[src/design/sud_pkg.sv]
package sud_pkg;

   localparam int SPHERES_DEF = 16;

   localparam int COORD_W = 32;
   localparam int RAD_W   = 31;
   localparam int CELL_W  = 11;
   localparam int MESH_W  = 24;
   localparam int COUNT_W = 5;
   localparam int CSR_IDX_W = 3;

   localparam int POS_W  = 38;
   localparam int DIF_W  = POS_W + 1;
   localparam int MAG_W  = 38;
   localparam int SUM_W  = 2 * MAG_W + 2;
   localparam int ROOT_W = SUM_W / 2;
   localparam int DIST_W = ROOT_W + 1;

   localparam logic [0:0] OP_LOAD = 1'b0;
   localparam logic [0:0] OP_EVAL = 1'b1;

   localparam logic [CSR_IDX_W-1:0] CSR_MESH_X = 3'd0;
   localparam logic [CSR_IDX_W-1:0] CSR_MESH_Y = 3'd1;
   localparam logic [CSR_IDX_W-1:0] CSR_MESH_Z = 3'd2;
   localparam logic [CSR_IDX_W-1:0] CSR_COUNT  = 3'd3;

   localparam logic [MESH_W-1:0] MESH_RESET = 24'd65536;

   localparam logic signed [DIST_W-1:0] FAR_Q17 = 40'sd1310720000;

   typedef struct packed {
      logic [0:0]                operation;
      logic [3:0]                sphere_slot;
      logic signed [COORD_W-1:0] center_x;
      logic signed [COORD_W-1:0] center_y;
      logic signed [COORD_W-1:0] center_z;
      logic [RAD_W-1:0]          sphere_radius;
      logic [CELL_W-1:0]         cell_i;
      logic [CELL_W-1:0]         cell_j;
      logic [CELL_W-1:0]         cell_k;
   } req_word_type;

   typedef struct packed {
      logic signed [31:0] signed_distance;
      logic               saturated;
   } rsp_word_type;

   typedef struct packed {
      logic signed [COORD_W-1:0] center_x;
      logic signed [COORD_W-1:0] center_y;
      logic signed [COORD_W-1:0] center_z;
      logic [RAD_W-1:0]          sphere_radius;
   } sphere_type;

endpackage

[src/design/sud_table.sv]
module sud_table #(
   parameter int MAX_SPHERES = 16,
   parameter int IDX_W = 4
) (
   input  logic                 clock,
   input  logic                 wr_en,
   input  logic [IDX_W-1:0]     wr_addr,
   input  sud_pkg::sphere_type  wr_data,
   input  logic                 rd_en,
   input  logic [IDX_W-1:0]     rd_addr,
   output sud_pkg::sphere_type  rd_data
);
   import sud_pkg::*;

   sphere_type mem [MAX_SPHERES];
   sphere_type rd_data_ff;

   always_ff @(posedge clock) begin
      if (wr_en) begin
         mem[wr_addr] <= wr_data;
      end
   end

   always_ff @(posedge clock) begin
      if (rd_en) begin
         rd_data_ff <= mem[rd_addr];
      end
   end

   assign rd_data = rd_data_ff;

endmodule

[config.mk]
export PLATFORM = sky130hd
export DESIGN_NAME = sud_table
export DESIGN_NICKNAME = d
export VERILOG_FILES = /design/src/design/sud_pkg.sv /design/src/design/sud_table.sv
export SDC_FILE = /design/constraint.sdc
export NUM_CORES = 2
export LEC_CHECK = 0
export BUFFER_PORTS_ARGS = -buffer_cell sky130_fd_sc_hd__buf_2
export CAP_MARGIN = 25
export CORE_MARGIN = 4
export CORE_UTILIZATION = 65
export CTS_BUF_LIST = sky130_fd_sc_hd__clkbuf_2
export DETAILED_ROUTE_END_ITERATION = 10
export PLACE_DENSITY = 0.82
export SETUP_SLACK_MARGIN = 0.02
export SLEW_MARGIN = 20
export SYNTH_ARGS = -nofsm -noshare
export SYNTH_HDL_FRONTEND = slang
export SYNTH_SLANG_ARGS = --single-unit
[constraint.sdc]
create_clock -name clock -period 24.8 [get_ports clock]
set_input_delay 1.24 -clock clock [delete_from_list [all_inputs] [get_ports clock]]
set_output_delay 1.24 -clock clock [all_outputs]
set_load 0.01 [all_outputs]
# Yosys cells after proc, flatten, opt, wreduce, memory -nomap -nowiden
# Memory sizes are Yosys's and may differ from the RTL's. A register that Yosys moved wholly into a read port is not among the register bits.
# Cells that the tools add are included.
[totals] register_bits=0 ramBits=2032 input_bits=138 out_inout_bits=127 wordCells=3 n_memories=1
[op_classes] muxes=2
[mem_list] name="mem" words=16 width=127 read_ports=1 rd_ports_with_merged_regs=1 write_ports=1 line="sud_table.sv:15" source="sphere_type mem [MAX_SPHERES];"
[ops] cell="two-way mux 1 bit" count=2

# Logic depth before layout (Yosys ltp)
[depth] depth_word=2 depth_mapped=7 ltp_nobuf=3

# Worst setup path before layout
# No wires, ideal clock.
[synth_timing] kind="input port to flip-flop" startpoint="in wr_addr[2]" endpoint="mem mem[0][0] in the netlist's numbering (enable)" setup_ns=0.770 t_arrival_ns=10.326 t_required_ns=24.030 path_slack_ns=13.703 path_stages=2 n_path_buf=0 path_cell_list="or3b_2 -> nor3_1"
[synth_rtl] item="from (decl)" line="sud_table.sv:7" source="input logic [IDX_W-1:0] wr_addr,"
[synth_rtl] item="to (decl)" line="sud_table.sv:15"
# No word-level cell before the write port.

# Worst setup path after layout
[layout_timing] startpoint="in wr_addr[2]" endpoint="mem mem[1][25] in the netlist's numbering (enable)"
# No word-level cell before the write port.

==> out/metrics.yaml <==
antenna_found_initial: 20
synth_most_common_cell: "sky130_fd_sc_hd__edfxtp_1"
cts_root_buf: "sky130_fd_sc_hd__clkbuf_2"
syn-instance-count: 3320
max_freq_mhz: 250
io_pins: 265
detail-route-antenna-nets: 0
path_max_fanout: 46
max-vdd-ir-drop_uv: 50.6
finalHoldViolations: 0
worst_pin_slew_ns: 1.17
yosys-top-cells-count: "sky130_fd_sc_hd__edfxtp_1, sky130_fd_sc_hd__mux4_2, sky130_fd_sc_hd__a22oi_1"
timing.clock.skew_ns: 0.116
clk-insertion-delay-late_ns: 1.75
detail_route.drc_violations: 0
count_of_placed_standard_cells_including_taps: 5088
ys_seq_elements: 2159
placement.cell_area_sq_um: 83300
postSynthNetCount: 3458
run_status: "complete, no violations"
die_width_um: 359
layout-drive-gt1-share_pct: 36.4
cp.arrival_ns: 5.28
dieArea_sq_um: 129000
maxSlewHeadroom_pct: 21.7
synthToLayoutAreaGrowth_pct: 11.0
timing.critical_path.to_type: "register"
finalCritPeriodShare_pct: 16.1
power.density_nw_per_um2: 74.3
wl_per_cell_um: 29.6
synth-async-reset-ratio_pct: 0
cts_tree: "built"
final_nets: 4226
ys_warn_count: 0
synth_top_area_share_pct: 80.9
final_cell_count_no_fill: 6086
proportion_of_synthesized_chip_area_in_sequential_cells_pct: 80.9
startpoint_kind_of_the_worst_setup_timing_path: "input port"
post-route-min-period_ns: 3.99
cts.reportedPaths.clkPinSlew_ns: 0.12
post_drt_via_cell_ratio: 6.46
detail_route.wirelength_mm: 180
post-cts-setup-buffer-count: 0
core.rowCount: 128
final_max_slew_viol_count: 0
detail_route.first_pass.iterations: 6
synth-edff-count: 2159
globalplace.congestion: 0.723
syn_avg_cell_area_sq_um: 24.1
unrepaired_setup_endpoints_after_global_routing: "false"
worst_slack_ns: 20.81
maxCapViolations: 0
final.setup.tns_ns: 0
synth.distinct_cells: 24
die_height_um: 359
power_leakage_nw: 29.3
holdCritPathClass: "input port to register"
synth_largest_area_cell: "sky130_fd_sc_hd__edfxtp_1"
setup.worst_path.class: "input port to register"
grt_first_pass_wirelength_mm: 266
synth.area.top_cells: "sky130_fd_sc_hd__edfxtp_1, sky130_fd_sc_hd__mux4_2, sky130_fd_sc_hd__a22oi_1, sky130_fd_sc_hd__mux2_2, sky130_fd_sc_hd__nand2_1"
ctsHtreeMaxLevel: 5
critPathRequiredTime_ns: 26.09
initial_utilization_pct: 65.6
post-dp-hpwl_mm: 85.5
post-layout-total-power_mw: 6.60
design.core.area_sq_um: 122000
netlist_area_sq_um: 80100
grt_pass1_vias: 41218
setup-violations-final: 0
detailedPlace.worstSlack_ns: 19.68
cts.path.max_buffers: 4
grt_usage_pct: 28.3
drt-initial-drc-count: 4999
port-buffer-count: 264
globalRoute.totalOverflow: 0
fin_area_sq_um: 88900
largest_net_degree_at_the_start_of_global_routing: 168
postSynth.topFlopCell: "sky130_fd_sc_hd__edfxtp_1"
detailroute.via_count: 39299
cts_made_buffers: 489
clock_sinks: 2159
## cell usage in the layout, fill, tap and decap left out, types with 3 or more instances in the layout
master,instances
sky130_fd_sc_hd__clkinv_1,109
sky130_fd_sc_hd__bufinv_16,4
sky130_fd_sc_hd__o22a_1,4
sky130_fd_sc_hd__a22oi_1,220
sky130_fd_sc_hd__a221oi_1,12
sky130_fd_sc_hd__clkbuf_2,711
sky130_fd_sc_hd__clkinv_2,15
sky130_fd_sc_hd__nor2b_2,3
sky130_fd_sc_hd__diode_2,16
sky130_fd_sc_hd__nor2_4,13
sky130_fd_sc_hd__o21ai_0,14
sky130_fd_sc_hd__buf_2,260
sky130_fd_sc_hd__buf_4,38
sky130_fd_sc_hd__nand2b_1,16
sky130_fd_sc_hd__nor2b_1,19
sky130_fd_sc_hd__nand2_1,99
sky130_fd_sc_hd__dlygate4sd3_1,132
sky130_fd_sc_hd__mux2_2,56
sky130_fd_sc_hd__clkinvlp_4,3
sky130_fd_sc_hd__o221ai_1,18
sky130_fd_sc_hd__mux4_2,478
sky130_fd_sc_hd__mux2i_1,20
sky130_fd_sc_hd__inv_2,6
sky130_fd_sc_hd__buf_12,14
sky130_fd_sc_hd__nor3_2,4
sky130_fd_sc_hd__edfxtp_1,2159
## critical path, stage by stage
cell and delay (ns):
sky130_fd_sc_hd__dlygate4sd3_1 0.54, sky130_fd_sc_hd__buf_2 0.14, sky130_fd_sc_hd__or3b_2 0.56, sky130_fd_sc_hd__nor2_4 0.49
sky130_fd_sc_hd__buf_4 0.54, sky130_fd_sc_hd__buf_4 0.81, sky130_fd_sc_hd__buf_4 0.75
## cells by family (layout without fill, tap and decap cells)
kind of cell           after synthesis  after routing  share of synthesized area (%)
AOI/OAI and AO/OA                  268            268                           2.52
buffers and inverters              173           1298                           1.18
DFF                               2159           2159                           80.9
muxes                              554            554                           14.5
other                                0             16                              0
and+or+nand+nor                    166            166                          0.938
## cell type report
cell class | instances | area [sq um]
sequential | 2159 | 64800
timing repair buffer | 450 | 3300
tap | 1625 | 2030
clock buffer | 711 | 3560
clock inverter | 137 | 649
antenna | 16 | 40.0
multi-input combinational | 988 | 14500
fill | 6773 | 33300
## flip-flops by register name, indices dropped and copies added, names as in the netlist
signal,flops
mem,2032
rd_data,127
## final timing paths
path	start	endpoint	slack, ns	cells after the start
worst max-delay path	wr_addr[2]	mem[1][25]	20.81	7
worst min-delay path	wr_en	mem[10][70]	0.25	3
worst max register to register	mem[0][46]	rd_data[46]	23.15	3
worst min register to register	mem[12][106]	rd_data[106]	0.67	3
## what timing repair did
action	CTS	global route
hold buffers	132	0
setup endpoints to repair	0	0
hold endpoints to repair	2085	0
resized for setup	0	0
## per-layer routing
layer	track usage [%]	up-vias	share of wire, %	wire length, um
met5	0	-	0.044	79
met4	9.67	12	2.5	4510
met3	6.36	340	11	19800
met2	45.7	2594	51	91100
met1	39.2	20191	36	64500
li1	-	16162	-	-
## report_power, final
group	switching (mW)	internal (mW)
logic	0.218	0.152
clock network	1.30	0.804
registers	0.0287	4.11
total	1.54	5.06
## through the flow
step,utilization [%],hold slack (ns)
global route,72.8,0.120
CTS,72.7,0.0380
detailed placement,68.2,0.732
finish,72.8,0.248
global placement,68.2,0.718
floorplan,-,0.710
(Power assumes the default switching activity.)
