[config.mk]
export PLATFORM = sky130hd
export DESIGN_NAME = sud_sumsq
export DESIGN_NICKNAME = d
export VERILOG_FILES = /design/src/design/sud_pkg.sv /design/src/design/sud_sumsq.sv
export SDC_FILE = /design/constraint.sdc
export NUM_CORES = 1
export LEC_CHECK = 0
export CAP_MARGIN = 20
export CORE_MARGIN = 2
export CORE_UTILIZATION = 25
export DETAILED_ROUTE_END_ITERATION = 12
export DONT_BUFFER_PORTS = 1
export GPL_TIMING_DRIVEN = 1
export SLEW_MARGIN = 10
export SYNTH_ARGS = -nofsm -noshare
export SYNTH_HDL_FRONTEND = slang
export SYNTH_SLANG_ARGS = --single-unit
export TNS_END_PERCENT = 50
[constraint.sdc]
create_clock -name clock -period 10.66 [get_ports clock]
set_input_delay 1.066 -clock clock [delete_from_list [all_inputs] [get_ports clock]]
set_output_delay 1.066 -clock clock [all_outputs]
set_load 0.02 [all_outputs]
[src/design/sud_pkg.sv]
package sud_pkg;

   localparam int SPHERES_DEF = 16;

   localparam int COORD_W = 32;
   localparam int RAD_W   = 31;
   localparam int CELL_W  = 11;
   localparam int MESH_W  = 24;
   localparam int COUNT_W = 5;
   localparam int CSR_IDX_W = 3;

   localparam int POS_W  = 38;
   localparam int DIF_W  = POS_W + 1;
   localparam int MAG_W  = 38;
   localparam int SUM_W  = 2 * MAG_W + 2;
   localparam int ROOT_W = SUM_W / 2;
   localparam int DIST_W = ROOT_W + 1;

   localparam logic [0:0] OP_LOAD = 1'b0;
   localparam logic [0:0] OP_EVAL = 1'b1;

   localparam logic [CSR_IDX_W-1:0] CSR_MESH_X = 3'd0;
   localparam logic [CSR_IDX_W-1:0] CSR_MESH_Y = 3'd1;
   localparam logic [CSR_IDX_W-1:0] CSR_MESH_Z = 3'd2;
   localparam logic [CSR_IDX_W-1:0] CSR_COUNT  = 3'd3;

   localparam logic [MESH_W-1:0] MESH_RESET = 24'd65536;

   localparam logic signed [DIST_W-1:0] FAR_Q17 = 40'sd1310720000;

   typedef struct packed {
      logic [0:0]                operation;
      logic [3:0]                sphere_slot;
      logic signed [COORD_W-1:0] center_x;
      logic signed [COORD_W-1:0] center_y;
      logic signed [COORD_W-1:0] center_z;
      logic [RAD_W-1:0]          sphere_radius;
      logic [CELL_W-1:0]         cell_i;
      logic [CELL_W-1:0]         cell_j;
      logic [CELL_W-1:0]         cell_k;
   } req_word_type;

   typedef struct packed {
      logic signed [31:0] signed_distance;
      logic               saturated;
   } rsp_word_type;

   typedef struct packed {
      logic signed [COORD_W-1:0] center_x;
      logic signed [COORD_W-1:0] center_y;
      logic signed [COORD_W-1:0] center_z;
      logic [RAD_W-1:0]          sphere_radius;
   } sphere_type;

endpackage

[src/design/sud_sumsq.sv]
module sud_sumsq (
   input  logic                      clock,
   input  logic                      reset,
   input  logic                      start,
   input  logic [sud_pkg::MAG_W-1:0] mag_x,
   input  logic [sud_pkg::MAG_W-1:0] mag_y,
   input  logic [sud_pkg::MAG_W-1:0] mag_z,
   output logic                      done,
   output logic [sud_pkg::SUM_W-1:0] sum
);
   import sud_pkg::*;

   localparam int HALF_W = MAG_W / 2;
   localparam int PROD_W = 2 * HALF_W;

   localparam logic [1:0] AX_X = 2'd0;
   localparam logic [1:0] AX_Y = 2'd1;
   localparam logic [1:0] AX_Z = 2'd2;

   localparam logic [1:0] TERM_HH = 2'd0;
   localparam logic [1:0] TERM_HL = 2'd1;
   localparam logic [1:0] TERM_LL = 2'd2;

   logic              issue_ff;
   logic              pv_ff;
   logic              plast_ff;
   logic              done_ff;
   logic [1:0]        axis_ff;
   logic [1:0]        term_ff;
   logic [1:0]        pterm_ff;
   logic [MAG_W-1:0]  magx_ff;
   logic [MAG_W-1:0]  magy_ff;
   logic [MAG_W-1:0]  magz_ff;
   logic [PROD_W-1:0] prod_ff;
   logic [PROD_W-1:0] prod_in;
   logic [SUM_W-1:0]  acc_ff;
   logic [SUM_W-1:0]  addend;
   logic [MAG_W-1:0]  m;
   logic [HALF_W-1:0] opa;
   logic [HALF_W-1:0] opb;
   logic              last;

   always_comb begin
      case (axis_ff)
         AX_X: begin
            m = magx_ff;
         end
         AX_Y: begin
            m = magy_ff;
         end
         default: begin
            m = magz_ff;
         end
      endcase
      opa = (term_ff == TERM_LL) ? m[HALF_W-1:0] : m[MAG_W-1 -: HALF_W];
      opb = (term_ff == TERM_HH) ? m[MAG_W-1 -: HALF_W] : m[HALF_W-1:0];
      prod_in = PROD_W'(opa) * PROD_W'(opb);
      last = (axis_ff == AX_Z) && (term_ff == TERM_LL);
   end

   always_comb begin
      case (pterm_ff)
         TERM_HH: begin
            addend = SUM_W'(prod_ff) << (2 * HALF_W);
         end
         TERM_HL: begin
            addend = SUM_W'(prod_ff) << (HALF_W + 1);
         end
         default: begin
            addend = SUM_W'(prod_ff);
         end
      endcase
   end

   always_ff @(posedge clock) begin
      if (reset) begin
         issue_ff <= 1'b0;
         pv_ff    <= 1'b0;
         plast_ff <= 1'b0;
         done_ff  <= 1'b0;
         axis_ff  <= AX_X;
         term_ff  <= TERM_HH;
         pterm_ff <= TERM_HH;
      end else begin
         done_ff  <= pv_ff && plast_ff;
         pv_ff    <= issue_ff && !start;
         plast_ff <= last;
         pterm_ff <= term_ff;
         if (start) begin
            issue_ff <= 1'b1;
            axis_ff  <= AX_X;
            term_ff  <= TERM_HH;
         end else if (issue_ff) begin
            if (last) begin
               issue_ff <= 1'b0;
            end
            case (term_ff)
               TERM_HH: begin
                  term_ff <= TERM_HL;
               end
               TERM_HL: begin
                  term_ff <= TERM_LL;
               end
               default: begin
                  term_ff <= TERM_HH;
                  axis_ff <= axis_ff + 2'd1;
               end
            endcase
         end
      end
   end

   always_ff @(posedge clock) begin
      if (start) begin
         magx_ff <= mag_x;
         magy_ff <= mag_y;
         magz_ff <= mag_z;
         acc_ff  <= '0;
      end else if (pv_ff) begin
         acc_ff <= acc_ff + addend;
      end
      prod_ff <= prod_in;
   end

   assign done = done_ff;
   assign sum  = acc_ff;

endmodule

# Word-level counts from Yosys, hierarchy flattened
# Cells that the tools add are included.
[totals] ff_bits=240 input_bits=117 out_inout_bits=79 elab_cells=39
[op_classes] addsub=2 mul=1 n_eq_ne=5 muxes=8 n_bitwise=1 reduce_logical=10
[op_table] operator="one-hot mux 76 bit (2 select lines)" n=1
[op_table] operator="adder 78 bit" n=1
[op_table] operator="one-hot mux 38 bit (2 select lines)" n=1
[op_table] operator="multiplier 19 x 19 -> 38 bit" n=1
[op_table] operator="2-to-1 mux 19 bit" n=2
[op_table] operator="equality test 2 x 1 -> 1 bit, second input constant" n=3
[op_table] operator="logical NOT 2 bit" n=3
[op_table] operator="equality test 2 bit, second input constant" n=2
[op_table] operator="one-hot mux 2 bit (2 select lines)" n=1
[op_table] operator="OR reduction 2 bit" n=2
[op_table] operator="logical AND 1 bit" n=3
[op_table] operator="2-to-1 mux 1 bit" n=3
[op_table] operator="adder 2 x 1 -> 2 bit, second input constant" n=1
[op_table] operator="AND reduction 2 bit" n=1
[op_table] operator="logical NOT 1 bit" n=1
[op_table] operator="inverter 1 bit" n=1

# Depth between registers and ports, before layout
[logic_depth] word_depth=5 mapped_depth=33 depth_no_buf=30

# Least setup slack after synthesis
# Ideal clock, no wire load.
[synth_timing] kind="register to register" from="register axis_ff[0]" to="register prod_ff[37]" setup_time_ns=0.072 arrival_time_ns=7.495 required_ns=10.588 path_slack_ns=3.093 path_stages_with_launch=31 path_buffers=3 synth_period_minus_slack_ns=7.567 path_cell_list="dfxtp_1 > inv_1 > ha_1 > clkbuf_1 > buf_1 > a22oi_1 > nand2_1 > o21ai_1 > clkbuf_1 > nor2_1 > fa_1 > fa_1 > inv_1 > fa_1 > inv_1 > fa_1 > fa_1 > inv_1 > fa_1 > inv_1 > ha_1 > a21o_1 > a21o_1 > a21oi_1 > o21ai_1 > a32oi_1 > a31oi_1 > or4_1 > a31o_2 > a21oi_1 > xnor2_1"
[synth_between] elab_chain_cells=4 word_cells_on_any_way=6 cone_classes="1 x mul; 1 x eq/ne; 3 x mux; 1 x reduce/logical"
[synth_rtl] element="from (decl)" line="sud_sumsq.sv:28" source="logic [1:0] axis_ff;"
[synth_rtl] element="from (signal assigned)" line="sud_sumsq.sv:106" source="axis_ff <= axis_ff + 2'd1;"
[synth_rtl] element="equality test 2 x 1 -> 1 bit or logical NOT 2 bit (tied branches)" line="sud_sumsq.sv:44" source="case (axis_ff)"
[synth_rtl] element="one-hot mux 38 bit (2 select lines) *" line="sud_sumsq.sv:44"
[synth_rtl] element="2-to-1 mux 19 bit (on tied branches)" line="sud_sumsq.sv:55, sud_sumsq.sv:56"
[synth_rtl] element="multiplier 19 x 19 -> 38 bit *" line="sud_sumsq.sv:57" source="prod_in = PROD_W'(opa) * PROD_W'(opb);"
[synth_rtl] element="net prod_in[37]" line="sud_sumsq.sv:35" source="logic [PROD_W-1:0] prod_in;"
[synth_rtl] element="to (signal assigned)" line="sud_sumsq.sv:122" source="prod_ff <= prod_in;"
[synth_rtl] element="to (decl)" line="sud_sumsq.sv:34" source="logic [PROD_W-1:0] prod_ff;"
# Mark *: on every way through the listed nets, which the timed path passes. The rest lies on a longest branch.
# A chain may end at the register's enable or synchronous reset.

# Worst setup path after layout
# Same ends and word-level chain as after synthesis.

==> Flow_metrics.wiki <==
{| class="wikitable"
! Metric !! Value
|-
| Reg2Reg Depth || 28
|-
| Share of layout cells above drive strength 1 || 4.326%
|-
| Largest net degree at the start of global routing || 174
|-
| Die width || 321.5 um
|-
| Library cell occupying the most area in the post-synthesis netlist || sky130_fd_sc_hd__fa_1
|-
| Most repeated cell in the gate-level netlist after synthesis || sky130_fd_sc_hd__inv_1
|-
| Number of instances in the synthesized netlist || 2852
|-
| Slowest cell on the critical path || sky130_fd_sc_hd__fa_1
|-
| GR Layer Usage met3 || 3.571%
|-
| GR Layer Usage met2 || 24.38%
|-
| Setup violators final || 0
|-
| Cell count of the worst hold path || 2
|-
| Total of cells resized after clock tree synthesis || 0
|-
| Min-Delay Startpoint || axis_ff[1]
|-
| Multi-input combinational cell area || 17270 um2
|-
| CP Launch Point || axis_ff[0]
|-
| Final Net Count || 3409
|-
| Stages on the worst setup path || 28
|-
| Total half-perimeter wirelength after legalization and detailed placement || 63.96 mm
|-
| Fill count || 10670
|-
| Result of the run || completed
|-
| Placeable core region || 100000 um2
|-
| Most utilized layer in the global route result || met2
|-
| Starting Density || 25.20%
|-
| Synthesized netlist net count || 3460
|-
| Critical path arrival || 8610 ps
|-
| Total GRT Usage || 15.25%
|-
| Placed Cells incl. Taps || 4069
|-
| Most used flip-flop cell after synthesis || sky130_fd_sc_hd__dfxtp_1
|-
| Worst-skew pair later-pin latency || 600 ps
|-
| Crit path largest cell delay || 580 ps
|-
| R2R Setup Slk || 2560 ps
|-
| Largest fanout on the critical path || 31
|-
| Clock transition at the registers of the reported paths || 60 ps
|-
| Remaining antenna violation count || 0
|-
| Number of enable flip-flop cells after synthesis || 114
|-
| Count of hold buffers inserted by post-cts repair || 0
|-
| Async set or reset register ratio after synthesis || 0%
|-
| Number of antenna violations at the first check in global routing || 2
|-
| Seq cells post-synth || 240
|-
| Required arrival time at the worst endpoint || 11170 ps
|-
| Register area share after synthesis || 23.59%
|-
| Vias in the first global route || 19740
|-
| Boundary Pins || 196
|-
| Worst clock skew on the final layout || 36.70 ps
|-
| Drt pass-1 iters || 7
|-
| Count of yosys warnings during synthesis || 0
|-
| Final critical-path required period || 8099 ps
|-
| Wire length of the first global-routing pass || 121.2 mm
|-
| Clock tree buffer depth || 3
|-
| Met1 usage in global routing || 20.79%
|-
| CTS Root Buffer Type || sky130_fd_sc_hd__clkbuf_16
|-
| Cell Rows || 116
|-
| Clk sink count || 240
|-
| Crit start category || flop
|-
| Worst-Margin Slew || 1136 ps
|-
| Buffers & Inverters on Critical Path || 5
|-
| Area Growth Syn to Fin || 9.543%
|-
| Number of buffers inserted during clock tree synthesis || 27
|-
| Mapped Area || 25200 um2
|-
| Worst Hold Slack || 552.9 ps
|-
| Weighted congestion at the end of routability-driven global placement || 0.9195
|-
| Leading cell types by total area after synthesis || sky130_fd_sc_hd__fa_1, sky130_fd_sc_hd__edfxtp_1, sky130_fd_sc_hd__ha_1
|-
| Final global-route overflow total || 0
|-
| CP delay by family, top || adder cells
|-
| Fmax || 0.1235 GHz
|-
| Detailed-route wire length || 79.35 mm
|-
| Number of DRC markers after the initial detailed-route iteration || 1234
|-
| Number of I/O port buffers || 0
|-
| Worst Hold Path EP || axis_ff[1]
|-
| Via count of the routed design || 19460
|-
| Final standard cell count with taps included and fillers excluded || 4119
|-
| RSZ-0062 raised after global routing || false
|-
| Period Utilization, post-route || 75.98%
|-
| Die area || 103400 um2
|-
| Post-detailed-route DRC marker count || 0
|-
| Final setup TNS || 0 ps
|-
| Endpoint of the lowest-slack register-to-register path || prod_ff[37]
|-
| Endpoints failing hold || 0
|-
| Number of distinct standard cells referenced by the synthesized netlist || 75
|-
| Endpoint kind of the worst setup timing path || flop
|-
| Slew margin rel. || 23.75%
|-
| RR Startpoint || axis_ff[0]
|-
| Wire length per cell || 19.26 um
|-
| Most frequent cells after synthesis || sky130_fd_sc_hd__inv_1, sky130_fd_sc_hd__nor2_1, sky130_fd_sc_hd__nand2_1
|-
| WS Path Type || flop to flop
|-
| Post-synthesis area per instance || 8.836 um2
|-
| Setup Buffers After CTS || 0
|-
| CTS tree || built
|-
| H-Tree Depth || 1
|-
| Max Transition Viols Final || 0
|-
| Most numerous cell on the critical path || sky130_fd_sc_hd__fa_1
|-
| Post-synth top area share || 22.96%
|-
| Worst hold path class || flop to flop
|-
| FF+latch area || 5951 um2
|-
| Height of the chip || 321.5 um
|-
| Routed via count divided by cell count || 4.725
|-
| Number of max-cap violations || 0
|}
==> area by class of cell <==
cell class	instances	share of cell area, %
multi-input combinational	2082	62.57
timing repair buffer	39	1.061
clock buffer	30	2.488
clock inverter	18	0.8431
sequential	240	21.56
tap	1298	5.883
antenna	1	0.009065
inverter	411	5.589
==> flip-flops by register name, summed over array words and instances, names as in the netlist <==
register	flops
pterm_ff	2
sum	78
plast_ff	1
prod_ff	38
magx_ff	38
term_ff	2
pv_ff	1
issue_ff	1
axis_ff	2
magy_ff	38
magz_ff	38
done	1
==> worst reg2reg max path: cells and delay by family, from the launching register on <==
kind	cells	cell delay, ps
flops	1	330
fa+ha+maj	8	3630
compound gates	10	2260
xor+xnor	1	150
simple gates	4	1060
buf+inv	5	630
==> per-layer routing <==
layer  share of wire (%)  vias up
met5               0.016        -
met4                 2.2        2
met3                 8.6       95
met2                  45      721
met1                  45     9392
li1                    -     9252
==> cell families (layout without fill, tap and decap cells) <==
logic type	after synthesis	after routing	share of synthesized area [%]
buffers and inverters	530	498	7.944
and+or+nand+nor	867	867	14.84
DFF	240	240	23.59
AOI/OAI and AO/OA	546	546	14.09
adders and majority gates	491	491	32.99
other	0	1	0
xor gates and xnor gates	108	108	3.754
muxes	70	70	2.790
==> worst max path at each step <==
stage,to,slack [ps]
floorplan,prod_ff[37],3090
detailed placement,prod_ff[37],2320
global placement,prod_ff[37],2540
CTS,prod_ff[37],2220
global route,prod_ff[37],2080
finish,prod_ff[37],2560
==> through the flow <==
step | util, % | setup WS [ps] | instance area (um2)
after global placement | 26.67 | 2538 | 26670
after floorplan | - | 3093 | 25200
after detailed placement | 26.67 | 2324 | 26670
final | 27.60 | 2561 | 27600
after CTS | 27.59 | 2218 | 27590
after global routing | 27.60 | 2085 | 27600
==> layout by cell type, fill, tap and decap left out, drive strengths merged, types with 8 or more instances in the layout <==
| cell type | count |
|---|---|
| o21bai | 26 |
| a21oi | 152 |
| or2 | 12 |
| fa | 289 |
| xnor2 | 77 |
| a22oi | 18 |
| nor3 | 18 |
| nand3 | 22 |
| xor2 | 31 |
| and3 | 18 |
| clkinv | 9 |
| a21o | 61 |
| ha | 202 |
| o211ai | 8 |
| o21ai | 121 |
| nand2 | 330 |
| nor2b | 13 |
| edfxtp | 114 |
| clkbuf | 30 |
| nand4 | 23 |
| buf | 39 |
| a211oi | 11 |
| mux2i | 68 |
| a22o | 38 |
| and2 | 51 |
| dfxtp | 126 |
| nand2b | 17 |
| o21a | 43 |
| inv | 413 |
| a31oi | 10 |
| nor2 | 342 |
Power is not shown: default switching activity piles up to over one toggle a cycle in this logic, so the estimate is an artifact.
