$ cat src/design/sud_pkg.sv
package sud_pkg;

   localparam int SPHERES_DEF = 16;

   localparam int COORD_W = 32;
   localparam int RAD_W   = 31;
   localparam int CELL_W  = 11;
   localparam int MESH_W  = 24;
   localparam int COUNT_W = 5;
   localparam int CSR_IDX_W = 3;

   localparam int POS_W  = 38;
   localparam int DIF_W  = POS_W + 1;
   localparam int MAG_W  = 38;
   localparam int SUM_W  = 2 * MAG_W + 2;
   localparam int ROOT_W = SUM_W / 2;
   localparam int DIST_W = ROOT_W + 1;

   localparam logic [0:0] OP_LOAD = 1'b0;
   localparam logic [0:0] OP_EVAL = 1'b1;

   localparam logic [CSR_IDX_W-1:0] CSR_MESH_X = 3'd0;
   localparam logic [CSR_IDX_W-1:0] CSR_MESH_Y = 3'd1;
   localparam logic [CSR_IDX_W-1:0] CSR_MESH_Z = 3'd2;
   localparam logic [CSR_IDX_W-1:0] CSR_COUNT  = 3'd3;

   localparam logic [MESH_W-1:0] MESH_RESET = 24'd65536;

   localparam logic signed [DIST_W-1:0] FAR_Q17 = 40'sd1310720000;

   typedef struct packed {
      logic [0:0]                operation;
      logic [3:0]                sphere_slot;
      logic signed [COORD_W-1:0] center_x;
      logic signed [COORD_W-1:0] center_y;
      logic signed [COORD_W-1:0] center_z;
      logic [RAD_W-1:0]          sphere_radius;
      logic [CELL_W-1:0]         cell_i;
      logic [CELL_W-1:0]         cell_j;
      logic [CELL_W-1:0]         cell_k;
   } req_word_type;

   typedef struct packed {
      logic signed [31:0] signed_distance;
      logic               saturated;
   } rsp_word_type;

   typedef struct packed {
      logic signed [COORD_W-1:0] center_x;
      logic signed [COORD_W-1:0] center_y;
      logic signed [COORD_W-1:0] center_z;
      logic [RAD_W-1:0]          sphere_radius;
   } sphere_type;

endpackage

$ cat src/design/sud_sqrt.sv
module sud_sqrt (
   input  logic                       clock,
   input  logic                       reset,
   input  logic                       start,
   input  logic [sud_pkg::SUM_W-1:0]  radicand,
   output logic                       done,
   output logic [sud_pkg::ROOT_W-1:0] root
);
   import sud_pkg::*;

   localparam int REM_W  = ROOT_W + 2;
   localparam int STEP_W = $clog2(ROOT_W);

   logic              busy_ff;
   logic              done_ff;
   logic [STEP_W-1:0] cnt_ff;
   logic [REM_W-1:0]  rem_ff;
   logic [ROOT_W-1:0] root_ff;
   logic [SUM_W-1:0]  rad_ff;
   logic [REM_W+1:0]  ext;
   logic [REM_W+1:0]  tst;
   logic [REM_W+1:0]  diff;
   logic              ge;
   logic              last;

   always_comb begin
      ext  = {rem_ff, rad_ff[SUM_W-1 -: 2]};
      tst  = (REM_W + 2)'({root_ff, 2'b01});
      ge   = ext >= tst;
      diff = ge ? (ext - tst) : ext;
      last = cnt_ff == STEP_W'(ROOT_W - 1);
   end

   always_ff @(posedge clock) begin
      if (reset) begin
         busy_ff <= 1'b0;
         done_ff <= 1'b0;
         cnt_ff  <= '0;
      end else begin
         done_ff <= busy_ff && last;
         if (start) begin
            busy_ff <= 1'b1;
            cnt_ff  <= '0;
         end else if (busy_ff) begin
            cnt_ff <= cnt_ff + STEP_W'(1);
            if (last) begin
               busy_ff <= 1'b0;
            end
         end
      end
   end

   always_ff @(posedge clock) begin
      if (start) begin
         rem_ff  <= '0;
         root_ff <= '0;
         rad_ff  <= radicand;
      end else if (busy_ff) begin
         rem_ff  <= diff[REM_W-1:0];
         root_ff <= {root_ff[ROOT_W-2:0], ge};
         rad_ff  <= rad_ff << 2;
      end
   end

   assign done = done_ff;
   assign root = root_ff;

   // partial remainder never exceeds twice the partial root
   assert property (@(posedge clock) disable iff (reset)
      busy_ff |-> (REM_W'(rem_ff) <= REM_W'({root_ff, 1'b0})))
      else $error("sqrt remainder out of bound");

endmodule

$ cat config.mk
export PLATFORM = sky130hd
export DESIGN_NAME = sud_sqrt
export DESIGN_NICKNAME = d
export VERILOG_FILES = /design/src/design/sud_pkg.sv /design/src/design/sud_sqrt.sv
export SDC_FILE = /design/constraint.sdc
export NUM_CORES = 1
export LEC_CHECK = 0
export ABC_AREA = 1
export BUFFER_PORTS_ARGS = -buffer_cell sky130_fd_sc_hd__buf_2
export CAP_MARGIN = 0
export CORE_UTILIZATION = 50
export DETAILED_ROUTE_END_ITERATION = 8
export PLACE_DENSITY = 0.79
export SETUP_SLACK_MARGIN = 0.3
export SLEW_MARGIN = 20
export SYNTH_ARGS = -nofsm -noshare
export SYNTH_HDL_FRONTEND = slang
export SYNTH_SLANG_ARGS = --single-unit
$ cat constraint.sdc
create_clock -name clock -period 4.05 [get_ports clock]
set_input_delay 0.81 -clock clock [delete_from_list [all_inputs] [get_ports clock]]
set_output_delay 0.81 -clock clock [all_outputs]
set_load 0.02 [all_outputs]
==> Word-level counts from Yosys, hierarchy flattened <==
Cells that the tools add are included.
{ "word_totals": {"reg_bits": 166, "in_bits": 81, "output_inout_bits": 40} }
{ "classes": {"add_sub_neg": 2, "magnitude_cmp": 1, "eq_ne": 1, "n_mux": 6, "n_reduce_logical": 3} }
{ "op_table": {"columns": ["cell", "n"], "rows": [
  ["78-bit 2-to-1 mux", 2],
  ["43-bit by 41-bit greater-or-equal comparator with 1-bit output", 1],
  ["41-bit 2-to-1 mux", 1],
  ["41-bit subtractor", 1],
  ["6-bit by 1-bit adder with 6-bit output, second input constant", 1],
  ["6-bit equality test, second input constant", 1],
  ["1-bit 2-to-1 mux", 3],
  ["2-bit nonzero test", 1],
  ["2-bit OR reduction", 1],
  ["1-bit logical AND", 1]
]} }

==> Depth between registers and ports, before layout <==
Gate-level depths: netlist (run 1).
{ "logic_depth": {"depth_word": 4, "ltp_mapped": 18, "depth_no_buf": 17} }

==> Worst setup path after synthesis (run 1) <==
Ideal clock, no wire load.
{ "synth_path": {"kind": "input port to flip-flop", "startpoint": "input port start", "endpoint": "register rad_ff[0] (enable)", "setup_ns": 0.473, "t_arrival_ns": 3.597, "path_slack_ns": -0.020, "cell_stages": 4, "n_path_buf": 2, "path_cell_list": "clkbuf_1 -> nor2_1 -> inv_1 -> clkbuf_1"} }
{ "synth_via": {"elab_chain_cells": 1} }
{ "synth_lines": {"columns": ["item", "line", "rtl"], "rows": [
  ["from (decl)", "sud_sqrt.sv:4", "input logic start,"],
  ["2-bit nonzero test (no source line)", null, null],
  ["to (signal assigned)", "sud_sqrt.sv:57", "rad_ff <= radicand;"],
  ["to (signal assigned)", "sud_sqrt.sv:61", "rad_ff <= rad_ff << 2;"],
  ["to (decl)", "sud_sqrt.sv:19", "logic [SUM_W-1:0] rad_ff;"]
]} }
Every way passes these cells.
A chain may end at the register's enable or synchronous reset.

==> Worst setup path after layout (run 1) <==
{ "layout_path": {"startpoint": "register root_ff[8] (netlist: root[8])", "endpoint": "register rem_ff[35]"} }
{ "layout_via": {"elab_chain_cells": 2, "elab_cells_between_ends": 3, "cone_classes": "add/sub (1); order compare (1); mux (1)"} }
{ "layout_lines": {"columns": ["item", "line", "rtl"], "rows": [
  ["from (decl)", "sud_sqrt.sv:18", "logic [ROOT_W-1:0] root_ff;"],
  ["from (signal assigned)", "sud_sqrt.sv:60", "root_ff <= {root_ff[ROOT_W-2:0], ge};"],
  ["41-bit subtractor or 43-bit by 41-bit greater-or-equal comparator with 1-bit output (tied branches)", "sud_sqrt.sv:30, sud_sqrt.sv:29", null],
  ["41-bit 2-to-1 mux (*)", "sud_sqrt.sv:30", "diff = ge ? (ext - tst) : ext;"],
  ["to (signal assigned)", "sud_sqrt.sv:59", "rem_ff <= diff[REM_W-1:0];"],
  ["to (decl)", "sud_sqrt.sv:17", "logic [REM_W-1:0] rem_ff;"]
]} }
Mark *: on every way between the ends. The rest lies on a longest branch, timed or not.

==> reports/qor.yml, run 1 <==
wl_per_cell_um: 14.3
hold_path_class: "reg2reg"
cts_root_buf: "clkbuf_16"
yosys_warnings: 0
fill_cells: 1908
ctsHoldBuffers: 0
route.detailed.drc: 0
grt_pass1_vias: 8652
start_util: 0.516
netlist_area_um2: 10200
cts_tree: "yes"
postSynthAreaPerCell_um2: 6.97
finalNetCount: 1681
chipHeight_um: 144
synth_edf_count: 78
period_share: 0.799
met1_usage: 0.344
grt_max_degree: 64
async_flop_share: 0
hold_path_end: "rem_ff[8]"
antenna_cells: 0
viasPerCell: 5.15
antenna_found_initial: 1
crit_type: "reg2reg"
rows: 51
synth-seq-cells: 166
grt.met2_usage: 0.432
r2r_end: "rem_ff[35]"
syn2layout_area_growth_pct: 13.6
setup_viol: 0
synth.distinct_cells: 43
cts.sinks: 166
r2r_slack_ns: 0.81
ant_nets: 0
worstSetupStartpointType: "flop"
fmax_mhz: 309
synthCells: 1457
grt_usage: 0.263
r2r_start: "root[8]"
yosys-top-cells-count: "nand2_1 (593), inv_1 (197), nor2_1 (117)"
first_pass_iters: 6
grt_remaining_overflow: 0
synth_top_cell_by_area: "edfxtp_1"
status: "finished clean"
htreeDepth: 4
synth_area_leaders: "edfxtp_1 (23%), nand2_1 (22%), dfxtp_1 (17%)"
arrival_ns: 3.56
worst_clock_skew_ns: 0.0211
final_max_slew_viol_count: 0
gr-usage-met3: 0.0523
min_period_ns: 3.24
io_buffers: 120
ioPinCount: 121
numCtsBuffers: 17
end_kind: "flop"
rsz0062_at_grt: "no"
max_slew_margin: 0.341
vias: 9445
cts_buffer_depth: 2
fp.dieW_um: 144
holdPathStages: 2
core_area_um2: 19700
synth_nets: 1581
cts_setup_buffers: 0
hold_path.startpoint: "rem_ff[8]"
max-cap-violations: 0
clock_latency_ns: 0.45
drtIter0Drc: 770
drive_above_1_share: 0.133
synth.most_common_cell: "nand2_1"
tns_ns: 0
clk_pin_slew_worst_paths_ns: 0.07
synthFlopType: "dfxtp_1"
worst_pin_slew_ns: 0.984
hold_violations: 0
grt.busiest_layer: "met2"
critPathMaxFanout: 38
gp_congestion: 0.988
ff2ff_path_depth: 16
routed_wl_mm: 26.2
seq_area_frac_synth: 0.404
die_area_um2: 20900
worstPathRequired_ns: 4.37
dp_hpwl_mm: 19.0
grt_pass1_wl_mm: 42.1
synth.top_cell.area_share: 0.231
post_cts_resized: 0
-- metal layers --
layer,vias to the layer above,part of all wire
met1,4252,0.45
li1,4816,-
met2,330,0.46
met5,-,0.00038
met3,45,0.072
met4,2,0.021
-- cell usage in the layout, fill, tap and decap left out, types with 38 or more instances in the layout --
master,count
buf_2,120
dfxtp_1,87
edfxtp_1,78
ha_1,43
inv_1,196
nand2_1,593
nand3_1,59
nand4_1,41
nor2_1,117
o22ai_1,38
-- worst max-delay path by stage --
| stage | startpoint | to | cells after the start |
|---|---|---|---|
| after CTS | root[8] | rem_ff[35] | 16 |
| after global routing | root[3] | rem_ff[0] | 15 |
| after detailed placement | root[8] | rem_ff[35] | 16 |
| after floorplan | start | rad_ff[0] | 4 |
| after global placement | root[0] | rem_ff[0] | 13 |
| final | root[8] | rem_ff[35] | 16 |
-- worst max-delay path: stages (launching register included) --
cell and delay (ns):
dfxtp_1 0.33, inv_1 0.07, ha_1 0.36, nand2_2 0.15, inv_1 0.05, nand2_1 0.06, nand2_1 0.07, inv_1 0.08
nand3_1 0.20, nand2_1 0.17, nand2_2 0.09, nand2_4 0.34, nand2_4 0.42, nand2_2 0.45, nor2_1 0.11, nor2_1 0.12
nor2_1 0.05
-- final cells by class --
| type | count | area [µm²] | area share |
|---|---|---|---|
| multi-input combinational | 1040 | 5030 | 0.436 |
| sequential | 166 | 4110 | 0.356 |
| clock buffer | 17 | 425 | 0.0369 |
| inverter | 201 | 757 | 0.0657 |
| tap | 265 | 332 | 0.0288 |
| clock inverter | 15 | 186 | 0.0162 |
| timing repair buffer | 131 | 696 | 0.0603 |
-- cells by family (layout without fill, tap and decap cells) --
group / after synthesis / count (layout) / synth area share
DFF: 166 / 166 / 0.404
buffers and inverters: 251 / 364 / 0.100
AOI/OAI and AO/OA: 112 / 112 / 0.0647
xor gates and xnor gates: 17 / 17 / 0.0147
and+or+nand+nor: 868 / 868 / 0.363
adders and majority gates: 43 / 43 / 0.0530
-- sequential cells by signal (all words and copies together) (netlist names) --
name / cells
rem_ff: 41
cnt_ff: 6
rad_ff: 78
busy_ff: 1
root: 39
done: 1
-- metrics by stage --
step,hold WS [ns],worst slack [ns],std cells,util,area (µm²)
2_1_floorplan,0.449,1.23,1457,-,10200
3_3_place_gp,0.462,0.943,1803,0.555,10900
3_5_place_dp,0.469,0.878,1803,0.555,10900
4_1_cts,0.480,0.861,1835,0.587,11500
5_1_grt,0.490,0.507,1835,0.587,11500
6_report,0.483,0.814,1835,0.587,11500
Power of run 1 is not shown: default switching activity piles up to over one toggle a cycle in this logic, so the estimate is an artifact.
==> inputs of run 2 (changes only) <==
--- a/config.mk
+++ b/config.mk
@@ -5,12 +5,12 @@
 export SDC_FILE = /design/constraint.sdc
 export NUM_CORES = 1
 export LEC_CHECK = 0
-export ABC_AREA = 1
+export ABC_AREA = 0
 export BUFFER_PORTS_ARGS = -buffer_cell sky130_fd_sc_hd__buf_2
 export CAP_MARGIN = 0
 export CORE_UTILIZATION = 50
 export DETAILED_ROUTE_END_ITERATION = 8
-export PLACE_DENSITY = 0.79
+export PLACE_DENSITY = 0.77
 export SETUP_SLACK_MARGIN = 0.3
 export SLEW_MARGIN = 20
 export SYNTH_ARGS = -nofsm -noshare
==> constraint.sdc (replaced) <==
create_clock -name clock -period 3.09 [get_ports clock]
set_input_delay 0.618 -clock clock [delete_from_list [all_inputs] [get_ports clock]]
set_output_delay 0.618 -clock clock [all_outputs]
set_load 0.02 [all_outputs]
==> run 2 against run 1 <==
Net effect:
- cell area fell by 1.6%
- count of clock-buffer cells in the layout up 1
- first-iteration DRC count down 38%
- sequential share of layout area grew 0.78 points
- synthesized cell count down 37%
- die area decreased by 8.7%
- largest cell class unchanged
- clock skew shrank 0.0075 ns
- critical path depth fell by 4
==> reports/qor.yml, run 2 <==
cts_root_buf: "clkbuf_16"
period_share: 0.883
combPwrFrac: 0.601
seq_area_frac_synth: 0.443
synth.distinct_cells: 63
worstPathRequired_ns: 3.36
max_slew_margin: 0.353
internal_power_uw: 7480
grt_remaining_overflow: 0
cts.sinks: 166
ctsHoldBuffers: 0
synth_area_leaders: "edfxtp_1 (25%), dfxtp_1 (19%), mux2_2 (9.4%)"
rows: 49
ff2ff_path_depth: 12
hold_path_end: "done"
synthCells: 923
utilization: 0.630
yosys-top-cells-count: "nor2_1 (110), dfxtp_1 (88), edfxtp_1 (78)"
fmax_mhz: 366
synthFlopType: "dfxtp_1"
worst_pin_slew_ns: 0.971
cts_buffer_depth: 2
gp_congestion: 0.907
viasPerCell: 5.72
drive_above_1_share: 0.348
grt_pass1_vias: 6814
synth-seq-cells: 166
switchingPower_uw: 5150
p_clk_frac: 0.173
synth.most_common_cell: "nor2_1"
chipHeight_um: 138
rsz0062_at_grt: "yes"
clk_pin_slew_worst_paths_ns: 0.08
yosys_warnings: 0
finalNetCount: 1175
routed_wl_mm: 21.2
largest_reg_flops: 78
swShare: 0.408
top_register: "rad_ff"
crit_start: "root[12]"
io_buffers: 120
seqPwrFrac: 0.226
final_common_cell: "buf_2"
clock_latency_ns: 0.44
first_pass_iters: 5
fp.dieW_um: 138
final_cell_mix: "buf_2 (120), nor2_1 (108), edfxtp_1 (78)"
setup_viol: 0
hold_violations: 0
critPathMaxFanout: 8
min_period_ns: 2.73
core_area_um2: 18000
grt_usage: 0.212
fill_cells: 1405
postSynthAreaPerCell_um2: 10.0
tns_ns: 0
worst_clock_skew_ns: 0.0136
p_leak_uw: 0.00462
dp_hpwl_mm: 13.4
async_flop_share: 0
crit_type: "reg2reg"
synth_edf_count: 78
synth_nets: 1047
numCtsBuffers: 17
netlist_area_um2: 9250
max-cap-violations: 0
r2r_end: "rem_ff[2]"
antenna_found_initial: 1
final_max_slew_viol_count: 0
route.detailed.drc: 0
syn2layout_area_growth_pct: 22.6
ioPinCount: 121
wl_per_cell_um: 16.4
ant_nets: 0
grt_max_degree: 164
grt_pass1_wl_mm: 33.2
vdd_drop_max_mv: 0.750
status: "finished clean"
r2r_slack_ns: 0.36
hold_path.startpoint: "reset"
end_kind: "flop"
cts_tree: "yes"
holdPathStages: 2
die_area_um2: 19100
worstSetupStartpointType: "flop"
power_density_nw_per_um2: 1110
drtIter0Drc: 480
r2r_start: "root[12]"
antenna_cells: 0
arrival_ns: 3.00
vias: 7401
start_util: 0.513
htreeDepth: 4
synth.top_cell.area_share: 0.253
hold_path_class: "in2reg"
synth_top_cell_by_area: "edfxtp_1"
==> run 2: cell count changes in the layout (fill, tap and decap cells not counted), sizes merged, moves of 15 or more <==
cell,previous run,this run
a211oi,2,29
a21o,1,17
a21oi,36,54
buf,131,158
inv,208,60
mux2,0,77
mux2i,0,60
nand2,602,54
nand3,77,12
nand4,41,16
nor2,127,110
o21ai,20,46
o22ai,38,0
xnor2,6,21
==> run 2: worst max-delay path, cell delays in order (launching register included) <==
cell and delay [ns]:
dfxtp_2 0.35, inv_1 0.07, ha_4 0.31, nand4_1 0.18, nor4_4 0.34, nand4_1 0.22
o21ai_1 0.18, o21ba_4 0.17, o31ai_4 0.05, buf_6 0.18, buf_2 0.19, mux2i_1 0.22
a211oi_1 0.10
==> run 2: cells by family after synthesis <==
family	synth area share
xor+xnor	0.0379
mux	0.159
fa+ha+maj	0.0581
buf+inv	0.0465
compound gates	0.136
flops	0.443
simple gates	0.119
==> run 2: metrics by stage <==
step | hold slack [ns] | area, µm² | cells | setup WS (ns) | power, µW
finish | 0.366 | 11300 | 1293 | 0.361 | 12600
global placement | 0.470 | 10000 | 1232 | 0.197 | 8590
detailed placement | 0.483 | 10000 | 1232 | 0.159 | 8640
floorplan | 0.450 | 9260 | 923 | 0.366 | 7640
CTS | 0.359 | 10900 | 1278 | 0.290 | 11500
global route | 0.351 | 11300 | 1293 | 0.192 | 13400
==> run 2: worst max-delay path by stage <==
stage / end / slack, ns / cells past startpoint
3_5_place_dp: rem_ff[40] / 0.16 / 11
2_1_floorplan: rem_ff[34] / 0.37 / 11
3_3_place_gp: rem_ff[40] / 0.20 / 11
5_1_grt: rem_ff[12] / 0.19 / 12
6_report: rem_ff[2] / 0.36 / 12
4_1_cts: rem_ff[13] / 0.29 / 12
==> run 2: area by class of cell <==
class                           count  area (µm²)  area share
Multi-Input combinational cell    654        5150       0.454
Timing Repair Buffer              159         972      0.0857
Clock buffer                       18         429      0.0378
Clock inverter                     14         179      0.0158
Inverter                           53         203      0.0179
Tap cell                          229         287      0.0253
Sequential cell                   166        4130       0.364
==> run 2: what timing repair did <==
action                     CTS  global route
setup endpoints to repair   29            42
pin swaps                   10            27
cloned                       1             1
resized for setup           25            89
setup buffers               13            14
==> run 2: power groups by stage <==
stage	sequential (µW)	combinational (µW)	clock (µW)
detailed placement	2860	5780	0
CTS	2830	6510	2210
global route	2890	8220	2290
finish	2860	7590	2180
global placement	2860	5730	0
floorplan	2810	4830	0
==> run 2: routing by layer <==
| metal | GRT usage | vias up | share of wire |
|---|---|---|---|
| met2 | 0.331 | 211 | 0.48 |
| li1 | - | 3592 | - |
| met4 | 0.0850 | 2 | 0.021 |
| met5 | 0 | - | 0.00047 |
| met1 | 0.283 | 3556 | 0.45 |
| met3 | 0.0499 | 40 | 0.056 |
(Power assumes the default switching activity.)
==> inputs of run 3 (changes only) <==
--- a/config.mk
+++ b/config.mk
@@ -10,6 +10,7 @@
 export CAP_MARGIN = 0
 export CORE_UTILIZATION = 50
 export DETAILED_ROUTE_END_ITERATION = 8
+export MAX_ROUTING_LAYER = met4
 export PLACE_DENSITY = 0.77
 export SETUP_SLACK_MARGIN = 0.3
 export SLEW_MARGIN = 20
==> run 3 against run 2 <==
Net effect:
- wire length rose by 6.0%
- global-route usage grew 1.5 points
- utilization up 0.99 points
- via count up 1.3%
- count of clock-buffer cells in the layout increased by 1
- clock power shrank 4%
- non-clock buffer count is 2 higher
- worst setup slack gained 0.017 ns
- combinational power rose by 7.4%
- highest routed layer is now met4
==> reports/qor.yml, run 3 (synthesized netlist as in run 2, its figures left out) <==
grt_pass1_vias: 7012
viasPerCell: 5.79
max-cap-violations: 0
wl_per_cell_um: 17.4
grt_pass1_wl_mm: 34.3
cts_tree: "yes"
critPathMaxFanout: 14
dp_cells: 1233
cts_buffer_depth: 2
drive_above_1_share: 0.363
worstSetupStartpointType: "flop"
r2r_start: "root[13]"
numCtsBuffers: 17
crit_path_end: "rem_ff[0]"
cts_root_buf: "clkbuf_16"
path_depth: 12
ioPinCount: 121
gp_congestion: 0.936
cts.sinks: 166
dp_hpwl_mm: 13.8
arrival_ns: 3.00
ctsHoldBuffers: 0
final_cell_mix: "buf_2 (119), nor2_1 (108), edfxtp_1 (78)"
rsz0062_at_grt: "yes"
p_leak_uw: 0.00465
worst_pin_slew_ns: 0.677
cp_num_buf_inv: 3
slowest_stage: "dfxtp_2"
vias: 7498
vdd_drop_max_mv: 0.867
hold_path.startpoint: "reset"
fin_cells: 1296
p_total_uw: 13100
drtIter0Drc: 534
die_area_um2: 19100
status: "finished clean"
start_util: 0.513
r2r_end: "rem_ff[0]"
grt_max_degree: 69
fill_cells: 1374
worstPathRequired_ns: 3.38
ff2ff_path_depth: 12
r2r_slack_ns: 0.38
setup_viol: 0
chipHeight_um: 138
htreeDepth: 4
grt_usage: 0.227
crit_type: "reg2reg"
utilization: 0.639
seqCellArea_um2: 4140
top_register: "rad_ff"
first_pass_iters: 5
crit_family: "simple AND/OR/NAND/NOR gates"
core_area_um2: 18000
clock_latency_ns: 0.44
hold_path_class: "in2reg"
fmax_mhz: 369
power_density_nw_per_um2: 1140
ant_nets: 0
fp.dieW_um: 138
min_period_ns: 2.71
hold_violations: 0
tns_ns: 0
pre_cts_slack_ns: 0.140
max_slew_margin: 0.549
end_kind: "flop"
routed_wl_mm: 22.5
rows: 49
max_stage_delay_ns: 0.35
final_max_slew_viol_count: 0
largest_reg_flops: 78
grt_remaining_overflow: 0
multi_input_comb_area_um2: 5290
crit_start: "root[13]"
worst_clock_skew_ns: 0.0128
cpMostUsedCell: "nand4_1"
clk_pin_slew_worst_paths_ns: 0.07
setup_ws_ns: 0.378
antenna_found_initial: 1
route.detailed.drc: 0
final_common_cell: "buf_2"
io_buffers: 120
syn2layout_area_growth_pct: 24.6
worstPathCellList: "inv_1 > ha_1 > nand4_1 > nor4_4 > nand4_1 > o21ai_1 > o21ba_4 > o31ai_4 > buf_6 > bufbuf_16 > xnor2_1 > o21ai_0"
period_share: 0.878
finalNetCount: 1177
==> run 3: cell count changes in the layout (fill, tap and decap cells not counted), sizes merged <==
| cell | delta |
|---|---|
| bufbuf | +1 |
| diode | +1 |
| buf | +1 |
| clkinvlp | +1 |
| bufinv | -1 |
| inv | +1 |
| clkinv | -2 |
| clkbuf | +1 |
==> run 3: area by class of cell <==
type	count	share of cell area
multi-input combinational	654	0.459
sequential	166	0.359
timing repair buffer	161	0.0894
clock buffer	19	0.0384
tap	229	0.0249
inverter	53	0.0176
clock inverter	13	0.0113
antenna	1	0.000217
==> run 3: stage by stage <==
stage | cell area (µm²) | hold slack [ns]
4_1_cts | 10900 | 0.350
3_5_place_dp | 10000 | 0.481
6_report | 11500 | 0.362
3_3_place_gp | 10000 | 0.471
2_1_floorplan | 9260 | 0.450
5_1_grt | 11500 | 0.374
==> run 3: worst register-to-register path: cells and delay by family (launching register included) <==
family,cells,cell delay [ns]
and+or+nand+nor,3,0.73
AOI/OAI and AO/OA,4,0.53
xor gates and xnor gates,1,0.14
adders and majority gates,1,0.30
buffers and inverters,3,0.51
DFF,1,0.35
==> run 3: report_power, final <==
group	total [µW]	internal, µW	switching [µW]
Combinational	8150	4010	4140
Clock	2090	1090	997
Sequential	2870	2630	238
==> run 3: routing by layer <==
layer | GRT usage | vias up | wire length (µm)
met5 | - | - | 0
met4 | 0.0758 | 0 | 524
met3 | 0.0464 | 47 | 1180
met2 | 0.358 | 259 | 11000
met1 | 0.290 | 3613 | 9810
li1 | - | 3579 | -
==> run 3: worst min-delay path by stage <==
stage                     cells past startpoint  slack, ns          to
after CTS                                     2       0.35     busy_ff
after global routing                          2       0.37     busy_ff
after floorplan                               2       0.45   rem_ff[0]
after global placement                        2       0.47  rem_ff[26]
final                                         2       0.36     busy_ff
after detailed placement                      2       0.48  rem_ff[26]
==> run 3: timing repair <==
item / CTS / global route
pin swaps: 10 / 43
endpoints found under the setup margin: 33 / 42
gates resized for setup: 36 / 100
setup buffers: 5 / 22
cloned: 2 / 1
